--- config.mk ---
export PLATFORM = sky130hd
export DESIGN_NAME = sorted_six_combination_enumerator_unit_flat
export DESIGN_NICKNAME = d
export VERILOG_FILES = /design/src/rtl/core/ssce_pkg.sv /design/src/rtl/core/ssce_req_if.sv /design/src/rtl/core/ssce_res_if.sv /design/src/rtl/core/ssce_store.sv /design/src/rtl/core/ssce_pick.sv /design/src/rtl/core/sorted_six_combination_enumerator_unit.sv /design/src/flat_wrapper.sv
export VERILOG_INCLUDE_DIRS = /design/src /design/src/rtl/core
export SDC_FILE = /design/constraint.sdc
export NUM_CORES = 1
export LEC_CHECK = 0
export BUFFER_PORTS_ARGS = -buffer_cell sky130_fd_sc_hd__buf_2
export CORE_ASPECT_RATIO = 1.4
export CORE_MARGIN = 1.5
export CORE_UTILIZATION = 40
export CTS_CLUSTER_DIAMETER = 80
export DETAILED_ROUTE_END_ITERATION = 8
export PLACE_DENSITY = 0.65
export SYNTH_ARGS = -nofsm -noshare
export SYNTH_HDL_FRONTEND = slang
export SYNTH_HIERARCHICAL = 1
export SYNTH_SLANG_ARGS = --single-unit
--- constraint.sdc ---
create_clock -name clk -period 8.6 [get_ports clk]
set_input_delay 1.72 -clock clk [delete_from_list [all_inputs] [get_ports clk]]
set_output_delay 1.72 -clock clk [all_outputs]
set_load 0.1 [all_outputs]
--- src/rtl/core/sorted_six_combination_enumerator_unit_assert.svh ---
// Assertion macros shared by the enumerator RTL.
// Each macro samples on the rising edge of clk and is disabled while rst_n is low.
`ifndef SORTED_SIX_COMBINATION_ENUMERATOR_UNIT_ASSERT_SVH
`define SORTED_SIX_COMBINATION_ENUMERATOR_UNIT_ASSERT_SVH

// The condition holds at every clock edge.
`define SSCE_ASSERT_ALWAYS(lbl, cond, msg) \
    lbl: assert property (@(posedge clk) disable iff (!rst_n) (cond)) \
        else $error(msg);

// The consequent holds in the same cycle as the antecedent.
`define SSCE_ASSERT_IMPLY(lbl, ante, cons, msg) \
    lbl: assert property (@(posedge clk) disable iff (!rst_n) (ante) |-> (cons)) \
        else $error(msg);

// The consequent holds in the cycle after the antecedent.
`define SSCE_ASSERT_IMPLY_NEXT(lbl, ante, cons, msg) \
    lbl: assert property (@(posedge clk) disable iff (!rst_n) (ante) |=> (cons)) \
        else $error(msg);

`endif

--- src/rtl/core/ssce_pkg.sv ---
package ssce_pkg;

    localparam int MAX_SET = 16;
    localparam int PICKS   = 6;
    localparam int VAL_W   = 8;
    localparam int IDX_W   = $clog2(MAX_SET);
    localparam int CNT_W   = $clog2(MAX_SET + 1);
    localparam int SEL_W   = $clog2(PICKS);

    typedef logic [VAL_W-1:0] value_t;
    typedef logic [IDX_W-1:0] idx_t;
    typedef logic [CNT_W-1:0] count_t;
    typedef logic [SEL_W-1:0] sel_t;
    typedef value_t [MAX_SET-1:0] store_t;

    typedef enum logic [1:0] {
        CMD_CLEAR = 2'd0,
        CMD_LOAD  = 2'd1,
        CMD_NEXT  = 2'd2
    } cmd_t;

    typedef enum logic [1:0] {
        ST_OK   = 2'd0,
        ST_FEW  = 2'd1,
        ST_DONE = 2'd2,
        ST_OVF  = 2'd3
    } status_t;

    typedef struct packed {
        logic   clear;
        logic   load;
        value_t value;
    } store_ctrl_t;

    typedef struct packed {
        count_t count;
        logic   full;
        logic   overflow;
    } store_stat_t;

    typedef struct packed {
        logic clear;
        logic restart;
        logic step;
    } pick_ctrl_t;

    typedef struct packed {
        value_t [PICKS-1:0] picks;
        logic               final_one;
        status_t            status;
    } result_t;

endpackage

--- src/rtl/core/ssce_req_if.sv ---
interface ssce_req_if;

    logic            valid;
    logic            ready;
    logic [1:0]      command;
    ssce_pkg::value_t value;

    modport source (output valid, output command, output value, input ready);
    modport sink (input valid, input command, input value, output ready);

endinterface

--- src/rtl/core/ssce_res_if.sv ---
interface ssce_res_if;

    logic             valid;
    logic             ready;
    ssce_pkg::value_t pick_a;
    ssce_pkg::value_t pick_b;
    ssce_pkg::value_t pick_c;
    ssce_pkg::value_t pick_d;
    ssce_pkg::value_t pick_e;
    ssce_pkg::value_t pick_f;
    logic             final_one;
    logic [1:0]       status;

    modport source (
        output valid, output pick_a, output pick_b, output pick_c, output pick_d,
        output pick_e, output pick_f, output final_one, output status, input ready
    );
    modport sink (
        input valid, input pick_a, input pick_b, input pick_c, input pick_d,
        input pick_e, input pick_f, input final_one, input status, output ready
    );

endinterface

--- src/rtl/core/ssce_store.sv ---
module ssce_store (
    input  logic                   clk,
    input  logic                   rst_n,
    input  ssce_pkg::store_ctrl_t  ctrl,
    output ssce_pkg::store_t       store,
    output ssce_pkg::store_stat_t  stat
);

    ssce_pkg::store_t  store_reg;
    ssce_pkg::store_t  store_next;
    ssce_pkg::count_t  count_reg;
    ssce_pkg::count_t  count_next;
    logic              overflow_reg;
    logic              overflow_next;
    logic              full;
    logic [ssce_pkg::MAX_SET-1:0] keep;
    ssce_pkg::store_t  inserted;

    assign full = (count_reg == ssce_pkg::CNT_W'(ssce_pkg::MAX_SET));

    // The store is sorted, so each entry either keeps its value, takes the new
    // value, or takes its lower neighbor.
    always_comb
    begin
        for (int i = 0; i < ssce_pkg::MAX_SET; i++)
        begin
            keep[i] = (ssce_pkg::CNT_W'(i) < count_reg) && (store_reg[i] <= ctrl.value);
        end
        for (int i = 0; i < ssce_pkg::MAX_SET; i++)
        begin
            if (keep[i])
            begin
                inserted[i] = store_reg[i];
            end
            else if (i == 0)
            begin
                inserted[i] = ctrl.value;
            end
            else if (keep[i-1])
            begin
                inserted[i] = ctrl.value;
            end
            else
            begin
                inserted[i] = store_reg[i-1];
            end
        end
    end

    always_comb
    begin
        store_next    = store_reg;
        count_next    = count_reg;
        overflow_next = overflow_reg;
        if (ctrl.clear)
        begin
            count_next    = '0;
            overflow_next = 1'b0;
        end
        else if (ctrl.load)
        begin
            if (full)
            begin
                overflow_next = 1'b1;
            end
            else
            begin
                store_next = inserted;
                count_next = count_reg + ssce_pkg::CNT_W'(1);
            end
        end
    end

    always_ff @(posedge clk)
    begin
        store_reg <= store_next;
    end

    always_ff @(posedge clk or negedge rst_n)
    begin
        if (!rst_n)
        begin
            count_reg    <= '0;
            overflow_reg <= 1'b0;
        end
        else
        begin
            count_reg    <= count_next;
            overflow_reg <= overflow_next;
        end
    end

    assign store         = store_reg;
    assign stat.count    = count_reg;
    assign stat.full     = full;
    assign stat.overflow = overflow_reg;

endmodule

--- src/rtl/core/ssce_pick.sv ---
module ssce_pick (
    input  logic                   clk,
    input  logic                   rst_n,
    input  ssce_pkg::pick_ctrl_t   ctrl,
    input  ssce_pkg::store_t       store,
    input  ssce_pkg::store_stat_t  stat,
    output ssce_pkg::result_t      result
);

    localparam int CMP_W = ssce_pkg::CNT_W + 1;

    ssce_pkg::idx_t [ssce_pkg::PICKS-1:0] idx_reg;
    ssce_pkg::idx_t [ssce_pkg::PICKS-1:0] idx_next;
    ssce_pkg::idx_t [ssce_pkg::PICKS-1:0] eff;
    ssce_pkg::idx_t [ssce_pkg::PICKS-1:0] adv;
    logic                                 started_reg;
    logic                                 started_next;
    logic                                 done_reg;
    logic                                 done_next;
    logic [ssce_pkg::PICKS-1:0]           can;
    logic [CMP_W-1:0]                     limit;
    logic                                 found;
    ssce_pkg::sel_t                       sel;
    ssce_pkg::idx_t                       base;
    logic                                 few;
    logic                                 live;

    // Before the first word of an enumeration the picks are the lowest positions.
    always_comb
    begin
        for (int j = 0; j < ssce_pkg::PICKS; j++)
        begin
            eff[j] = started_reg ? idx_reg[j] : ssce_pkg::IDX_W'(j);
        end
    end

    // The rightmost pick that still has room moves up by one and the picks
    // to its right follow it in consecutive positions.
    always_comb
    begin
        found = 1'b0;
        sel   = '0;
        limit = '0;
        for (int k = 0; k < ssce_pkg::PICKS; k++)
        begin
            limit  = CMP_W'(stat.count) + CMP_W'(k) - CMP_W'(ssce_pkg::PICKS);
            can[k] = CMP_W'(eff[k]) < limit;
        end
        for (int k = 0; k < ssce_pkg::PICKS; k++)
        begin
            if (can[k])
            begin
                found = 1'b1;
                sel   = ssce_pkg::SEL_W'(k);
            end
        end
        base = eff[sel] + ssce_pkg::IDX_W'(1);
        for (int j = 0; j < ssce_pkg::PICKS; j++)
        begin
            if (ssce_pkg::SEL_W'(j) < sel)
            begin
                adv[j] = eff[j];
            end
            else
            begin
                adv[j] = base + ssce_pkg::IDX_W'(ssce_pkg::SEL_W'(j) - sel);
            end
        end
    end

    assign few  = (stat.count < ssce_pkg::CNT_W'(ssce_pkg::PICKS));
    assign live = !few && !done_reg;

    always_comb
    begin
        result.picks     = '0;
        result.final_one = 1'b0;
        result.status    = ssce_pkg::ST_OK;
        if (few)
        begin
            result.status = ssce_pkg::ST_FEW;
        end
        else if (done_reg)
        begin
            result.status = ssce_pkg::ST_DONE;
        end
        else
        begin
            for (int j = 0; j < ssce_pkg::PICKS; j++)
            begin
                result.picks[j] = store[eff[j]];
            end
            result.final_one = !found;
            result.status    = stat.overflow ? ssce_pkg::ST_OVF : ssce_pkg::ST_OK;
        end
    end

    always_comb
    begin
        idx_next     = idx_reg;
        started_next = started_reg;
        done_next    = done_reg;
        if (ctrl.clear)
        begin
            idx_next     = '0;
            started_next = 1'b0;
            done_next    = 1'b0;
        end
        else if (ctrl.restart)
        begin
            started_next = 1'b0;
            done_next    = 1'b0;
        end
        else if (ctrl.step && live)
        begin
            started_next = 1'b1;
            idx_next     = adv;
            done_next    = !found;
        end
    end

    always_ff @(posedge clk or negedge rst_n)
    begin
        if (!rst_n)
        begin
            idx_reg     <= '0;
            started_reg <= 1'b0;
            done_reg    <= 1'b0;
        end
        else
        begin
            idx_reg     <= idx_next;
            started_reg <= started_next;
            done_reg    <= done_next;
        end
    end

endmodule

--- src/rtl/core/sorted_six_combination_enumerator_unit.sv ---
// Sorted six-combination enumerator.
// The req channel carries command words: clear the set, load one value, or
// ask for the next six-element combination. Only a next request produces a
// word on res: six picks in ascending order, a final_one flag on the
// last combination of the set, and a status code (ok, too few values,
// enumeration exhausted, or ok with an overflow seen since the last clear).
// Loads beyond sixteen values are dropped and raise the overflow status.
// A command word is registered in the input register on acceptance and
// resolved there; a next request's result goes to the output register.
// One command word is taken every cycle unless a next request waits on a
// stalled res; the store update and the next-combination step are each one
// pass of compare-and-select logic.
// When res stalls, the result word holds in the output register; a pending next
// request then waits in the input register, and req.ready drops only while
// that register is occupied and cannot drain.
// Reset empties the set, clears all flags and leaves both channels idle.
`include "sorted_six_combination_enumerator_unit_assert.svh"

module sorted_six_combination_enumerator_unit (
    input  logic clk,
    input  logic rst_n,
    ssce_req_if.sink   req,
    ssce_res_if.source res
);

    logic                  s1_valid_reg;
    logic                  s1_valid_next;
    ssce_pkg::cmd_t        s1_cmd_reg;
    ssce_pkg::value_t      s1_value_reg;
    logic                  out_valid_reg;
    logic                  out_valid_next;
    ssce_pkg::result_t     res_reg;
    ssce_pkg::result_t     result;
    logic                  is_clear;
    logic                  is_load;
    logic                  is_next;
    logic                  out_free;
    logic                  s1_fire;
    ssce_pkg::store_ctrl_t sctl;
    ssce_pkg::store_stat_t stat;
    ssce_pkg::store_t      store;
    ssce_pkg::pick_ctrl_t  pctl;
    logic                  count_ok;
    logic                  set_empty;
    logic                  word_live;
    logic                  word_blank;
    logic                  picks_in_order;

    always_comb
    begin
        is_clear = 1'b0;
        is_load  = 1'b0;
        is_next  = 1'b0;
        case (s1_cmd_reg)
            ssce_pkg::CMD_CLEAR: is_clear = 1'b1;
            ssce_pkg::CMD_LOAD:  is_load  = 1'b1;
            ssce_pkg::CMD_NEXT:  is_next  = 1'b1;
            default:
            begin
                is_clear = 1'b0;
            end
        endcase
    end

    assign out_free  = !out_valid_reg || res.ready;
    assign s1_fire   = s1_valid_reg && (!is_next || out_free);
    assign req.ready = !s1_valid_reg || s1_fire;

    assign sctl.clear   = s1_fire && is_clear;
    assign sctl.load    = s1_fire && is_load;
    assign sctl.value   = s1_value_reg;
    assign pctl.clear   = sctl.clear;
    assign pctl.restart = sctl.load && !stat.full;
    assign pctl.step    = s1_fire && is_next;

    ssce_store u_store (
        .clk   (clk),
        .rst_n (rst_n),
        .ctrl  (sctl),
        .store (store),
        .stat  (stat)
    );

    ssce_pick u_pick (
        .clk    (clk),
        .rst_n  (rst_n),
        .ctrl   (pctl),
        .store  (store),
        .stat   (stat),
        .result (result)
    );

    always_comb
    begin
        s1_valid_next = s1_valid_reg;
        if (req.valid && req.ready)
        begin
            s1_valid_next = 1'b1;
        end
        else if (s1_fire)
        begin
            s1_valid_next = 1'b0;
        end
        out_valid_next = out_valid_reg;
        if (pctl.step)
        begin
            out_valid_next = 1'b1;
        end
        else if (res.ready)
        begin
            out_valid_next = 1'b0;
        end
    end

    always_ff @(posedge clk or negedge rst_n)
    begin
        if (!rst_n)
        begin
            s1_valid_reg  <= 1'b0;
            out_valid_reg <= 1'b0;
        end
        else
        begin
            s1_valid_reg  <= s1_valid_next;
            out_valid_reg <= out_valid_next;
        end
    end

    always_ff @(posedge clk)
    begin
        if (req.valid && req.ready)
        begin
            s1_cmd_reg   <= ssce_pkg::cmd_t'(req.command);
            s1_value_reg <= req.value;
        end
        if (pctl.step)
        begin
            res_reg <= result;
        end
    end

    assign res.valid     = out_valid_reg;
    assign res.pick_a    = res_reg.picks[0];
    assign res.pick_b    = res_reg.picks[1];
    assign res.pick_c    = res_reg.picks[2];
    assign res.pick_d    = res_reg.picks[3];
    assign res.pick_e    = res_reg.picks[4];
    assign res.pick_f    = res_reg.picks[5];
    assign res.final_one = res_reg.final_one;
    assign res.status    = res_reg.status;

    assign count_ok   = (stat.count <= ssce_pkg::CNT_W'(ssce_pkg::MAX_SET));
    assign set_empty  = (stat.count == '0) && !stat.overflow;
    assign word_live  = out_valid_reg
                        && (res_reg.status == ssce_pkg::ST_OK
                            || res_reg.status == ssce_pkg::ST_OVF);
    assign word_blank = out_valid_reg
                        && (res_reg.status == ssce_pkg::ST_FEW
                            || res_reg.status == ssce_pkg::ST_DONE);
    assign picks_in_order = (res_reg.picks[0] <= res_reg.picks[1])
                            && (res_reg.picks[1] <= res_reg.picks[2])
                            && (res_reg.picks[2] <= res_reg.picks[3])
                            && (res_reg.picks[3] <= res_reg.picks[4])
                            && (res_reg.picks[4] <= res_reg.picks[5]);

    `SSCE_ASSERT_ALWAYS(a_count_bound, count_ok, "element count above capacity")
    `SSCE_ASSERT_IMPLY_NEXT(a_clear_empties, sctl.clear, set_empty, "clear left values behind")
    `SSCE_ASSERT_IMPLY(a_picks_sorted, word_live, picks_in_order, "combination word out of order")
    `SSCE_ASSERT_IMPLY(a_empty_word, word_blank, !res_reg.final_one && res_reg.picks == '0, "status word carries picks")

endmodule

--- src/flat_wrapper.sv ---
// flat-port wrapper written by rule: the top's interface ports become plain ports
module sorted_six_combination_enumerator_unit_flat 
  (clk, rst_n, req_valid, req_command, req_value, req_ready, res_valid, res_pick_a, res_pick_b, res_pick_c, res_pick_d, res_pick_e, res_pick_f, res_final_one, res_status, res_ready);
  ssce_req_if req_i ();
  ssce_res_if res_i ();
  input  logic clk;
  input  logic rst_n;
  input wire logic [$bits(req_i.valid)-1:0] req_valid;
  input wire logic [$bits(req_i.command)-1:0] req_command;
  input wire logic [$bits(req_i.value)-1:0] req_value;
  output wire logic [$bits(req_i.ready)-1:0] req_ready;
  output wire logic [$bits(res_i.valid)-1:0] res_valid;
  output wire logic [$bits(res_i.pick_a)-1:0] res_pick_a;
  output wire logic [$bits(res_i.pick_b)-1:0] res_pick_b;
  output wire logic [$bits(res_i.pick_c)-1:0] res_pick_c;
  output wire logic [$bits(res_i.pick_d)-1:0] res_pick_d;
  output wire logic [$bits(res_i.pick_e)-1:0] res_pick_e;
  output wire logic [$bits(res_i.pick_f)-1:0] res_pick_f;
  output wire logic [$bits(res_i.final_one)-1:0] res_final_one;
  output wire logic [$bits(res_i.status)-1:0] res_status;
  input wire logic [$bits(res_i.ready)-1:0] res_ready;
  assign req_i.valid = req_valid;
  assign req_i.command = req_command;
  assign req_i.value = req_value;
  assign req_ready = req_i.ready;
  assign res_valid = res_i.valid;
  assign res_pick_a = res_i.pick_a;
  assign res_pick_b = res_i.pick_b;
  assign res_pick_c = res_i.pick_c;
  assign res_pick_d = res_i.pick_d;
  assign res_pick_e = res_i.pick_e;
  assign res_pick_f = res_i.pick_f;
  assign res_final_one = res_i.final_one;
  assign res_status = res_i.status;
  assign res_i.ready = res_ready;
  sorted_six_combination_enumerator_unit u_core (.clk(clk), .rst_n(rst_n), .req(req_i), .res(res_i));
endmodule
==> flow_summary.json <==
{
  "grt_max_degree": 56,
  "yosysWarnings": 6,
  "antenna_found_initial": 2,
  "start_util_pct": 40.51,
  "final_max_slew_viol_count": 0,
  "cp_cell_sequence": "buf_4 > nand2b_1 > ha_1 > nor4b_1 > o21ai_1 > o311ai_1 > buf_4 > a21o_1 > a311oi_1 > a211oi_1 > ha_1 > xor2_1 > inv_1 > ha_1 > fa_1 > xnor2_1 > xnor2_1 > xnor2_1 > a32o_2",
  "power_leakage_nw": 8.531,
  "peakVddDrop_v": 0.0001127,
  "timing.rr.end": "u_core/u_pick/idx_reg[7]",
  "nets": 2364,
  "io_buffers": 66,
  "setup_violations": 0,
  "power.total_mw": 3.574,
  "holdPathStages": 2,
  "worst_clock_skew_ns": 0.02959,
  "netlist_instances": 2187,
  "vias": 19580,
  "vias_per_cell": 6.893,
  "p_seq_share_pct": 37.2,
  "grt_pass1_wl_um": 138100,
  "largest_reg_flops": 128,
  "wl_per_cell_um": 34.47,
  "cts_buffers": 24,
  "netlist_area_mm2": 0.02066,
  "synth.distinct_cells": 97,
  "die_area_mm2": 0.05305,
  "ioPinCount": 67,
  "cp_max_fo": 43,
  "cp_slowest_cell": "nand2b_1",
  "rows": 98,
  "synth_area_per_cell_um2": 9.448,
  "max_slew_margin_pct": 4.850,
  "period_share_pct": 70.12,
  "switching_share_pct": 34.11,
  "yosysTopAreaCell": "edfxtp_1",
  "routed_wl_um": 97930,
  "drt_iter0_markers": 2511,
  "die_w_um": 195.1,
  "synth_edf_count": 189,
  "tightest_slew_ns": 1.414,
  "cp-start-kind": "flop",
  "rsz0062_at_grt": "no",
  "overflow": 0,
  "hpwl_um": 70400,
  "ant_nets": 0,
  "gp_congestion": 1.034,
  "use_met2_pct": 57.05,
  "setup_tns_ns": 0,
  "grt_use_met3_pct": 7.219,
  "netlist_top_cells_area": "edfxtp_1 27%, ha_1 10%, mux2_2 9.1%",
  "cts_max_level": 1,
  "hold_class": "flop to flop",
  "slowest_delay_ns": 0.58,
  "busiest_layer": "met2",
  "die_y_um": 271.9,
  "yosysSeqAreaShare_pct": 31.58,
  "synthArstFlopShare_pct": 15.25,
  "p_clk_share_pct": 34.0,
  "coreArea_mm2": 0.05101,
  "clk_pin_slew_worst_paths_ns": 0.07,
  "timing.rr.start": "u_core/u_pick/started_reg",
  "critPathBufInv": 3,
  "grt_util_met1_pct": 41.93,
  "power_frac_comb_pct": 28.8,
  "clockRootBuffer": "clkbuf_16",
  "synth_fp_nets": 2378,
  "arrival_ns": 6.51,
  "holdBufCountCts": 0,
  "dr.pass1.iters": 6,
  "cts_setup_buffers": 0,
  "cts_tree": "yes",
  "min-delay-start": "u_core/u_pick/idx_reg[23]",
  "ys_ff_latch": 223,
  "cp-end-kind": "flop",
  "worstSkewPairLatency_ns": 0.58,
  "min_period_ns": 6.031,
  "r2r_cells": 19,
  "cp.required_ns": 9.07,
  "drive_gt1_share_pct": 17.09,
  "intPower_mw": 2.355,
  "ctsResizeCount": 0,
  "max-cap-violations": 0,
  "cts.sinks": 223,
  "drc": 0,
  "min_to": "u_core/u_pick/idx_reg[23]",
  "clockBufferDepth": 3,
  "syn2layout_area_growth_pct": 8.574,
  "status": "finished clean",
  "synth_top_area_share_pct": 27.47,
  "critical_path_class": "flop to flop",
  "fmax_mhz": 165.8,
  "p_sw_mw": 1.219,
  "synth_common_cells": "201 x nor2_1, 189 x edfxtp_1, 181 x mux2i_1, 170 x ha_1, 167 x mux2_2",
  "grt_pass1_vias": 18630,
  "ys.flop_type": "edfxtp_1",
  "grt_usage_pct": 36.08,
  "r2r_setup_slack_ns": 2.57,
  "finalHoldViolCount": 0,
  "synth_most_common_cell": "nor2_1",
  "power_density_mw_per_mm2": 159.3,
  "crit_family": "adder cells"
}
-- worst min-delay path: cells and delay by family (launching register included) --
| kind | cells | cell delay, ns |
|---|---|---|
| and+or+nand+nor | 1 | 0.05 |
| AOI/OAI and AO/OA | 1 | 0.06 |
| DFF | 1 | 0.36 |
-- logic make-up after synthesis --
group / after synthesis / share of synthesized area (%)
mux: 349 / 17.94
buf+inv: 231 / 4.674
simple gates: 608 / 14.04
flops: 223 / 31.58
xor+xnor: 31 / 1.314
fa+ha+maj: 177 / 10.97
compound gates: 568 / 19.48
-- worst max path at each step --
stage,start,end,slack (ns),cells after the start
after global routing,u_core/u_pick/started_reg,u_core/u_pick/idx_reg[7],2.28,19
after detailed placement,u_core/u_pick/started_reg,u_core/u_pick/idx_reg[7],2.75,19
after floorplan,res_ready,u_core/u_pick/idx_reg[0],3.09,4
after CTS,u_core/u_pick/started_reg,u_core/u_pick/idx_reg[7],2.71,19
final,u_core/u_pick/started_reg,u_core/u_pick/idx_reg[7],2.57,19
after global placement,u_core/u_pick/started_reg,u_core/u_pick/idx_reg[7],2.76,19
-- routing by layer --
| metal | wire length, um | part of all wire (%) |
|---|---|---|
| met1 | 34880 | 36 |
| met3 | 8942 | 9.1 |
| met2 | 44080 | 45 |
| met5 | 12 | 0.012 |
| met4 | 10020 | 10 |
-- cell type report --
cell class,instances,area (um2)
fillers,4849,28570
well taps,650,813.3
multi-input cells,1733,13200
clock buffers,27,643.1
clock inverters,15,257.7
diodes,2,5.005
inverters,75,284.0
flip-flops and latches,223,6528
repair buffers,116,705.7
-- power groups by stage --
stage          registers (mW)  logic, mW  clock network [mW]
3_5_place_dp             1.34       1.01                   0
4_1_cts                  1.32       1.01                1.23
2_1_floorplan            1.35      0.674                   0
6_report                 1.33       1.03                1.21
3_3_place_gp             1.34      0.986                   0
5_1_grt                  1.33       1.11                1.26
-- per-stage QoR --
stage                     setup slack, ns  hold slack (ns)  instance area, um2  cells  utilization (%)
final                               2.569           0.5146               22440   2841            43.98
after floorplan                     3.090           0.4559               20660   2187                -
after CTS                           2.711           0.5160               22410   2838            43.93
after global routing                2.280           0.5601               22430   2839            43.97
after global placement              2.758           0.4911               21510   2796            42.17
after detailed placement            2.747           0.4976               21510   2796            42.17
-- placed cells by master, fill, tap and decap left out, types with 25 or more instances in the layout --
cell,netlist,layout
dfrtp_1,34,33
inv_1,69,69
edfxtp_1,189,189
a31oi_1,36,36
buf_2,14,66
o21ai_0,104,104
mux2i_1,181,181
nand4_1,26,26
a21oi_1,135,135
nor3_1,95,95
a211o_1,26,26
ha_1,170,170
a211oi_1,29,29
a221oi_1,66,66
buf_4,7,50
mux2_2,167,167
clkbuf_16,0,25
nor2b_1,52,51
nand2_1,148,148
nor2_1,201,201
Note: power is estimated with default switching activity, not from simulation.
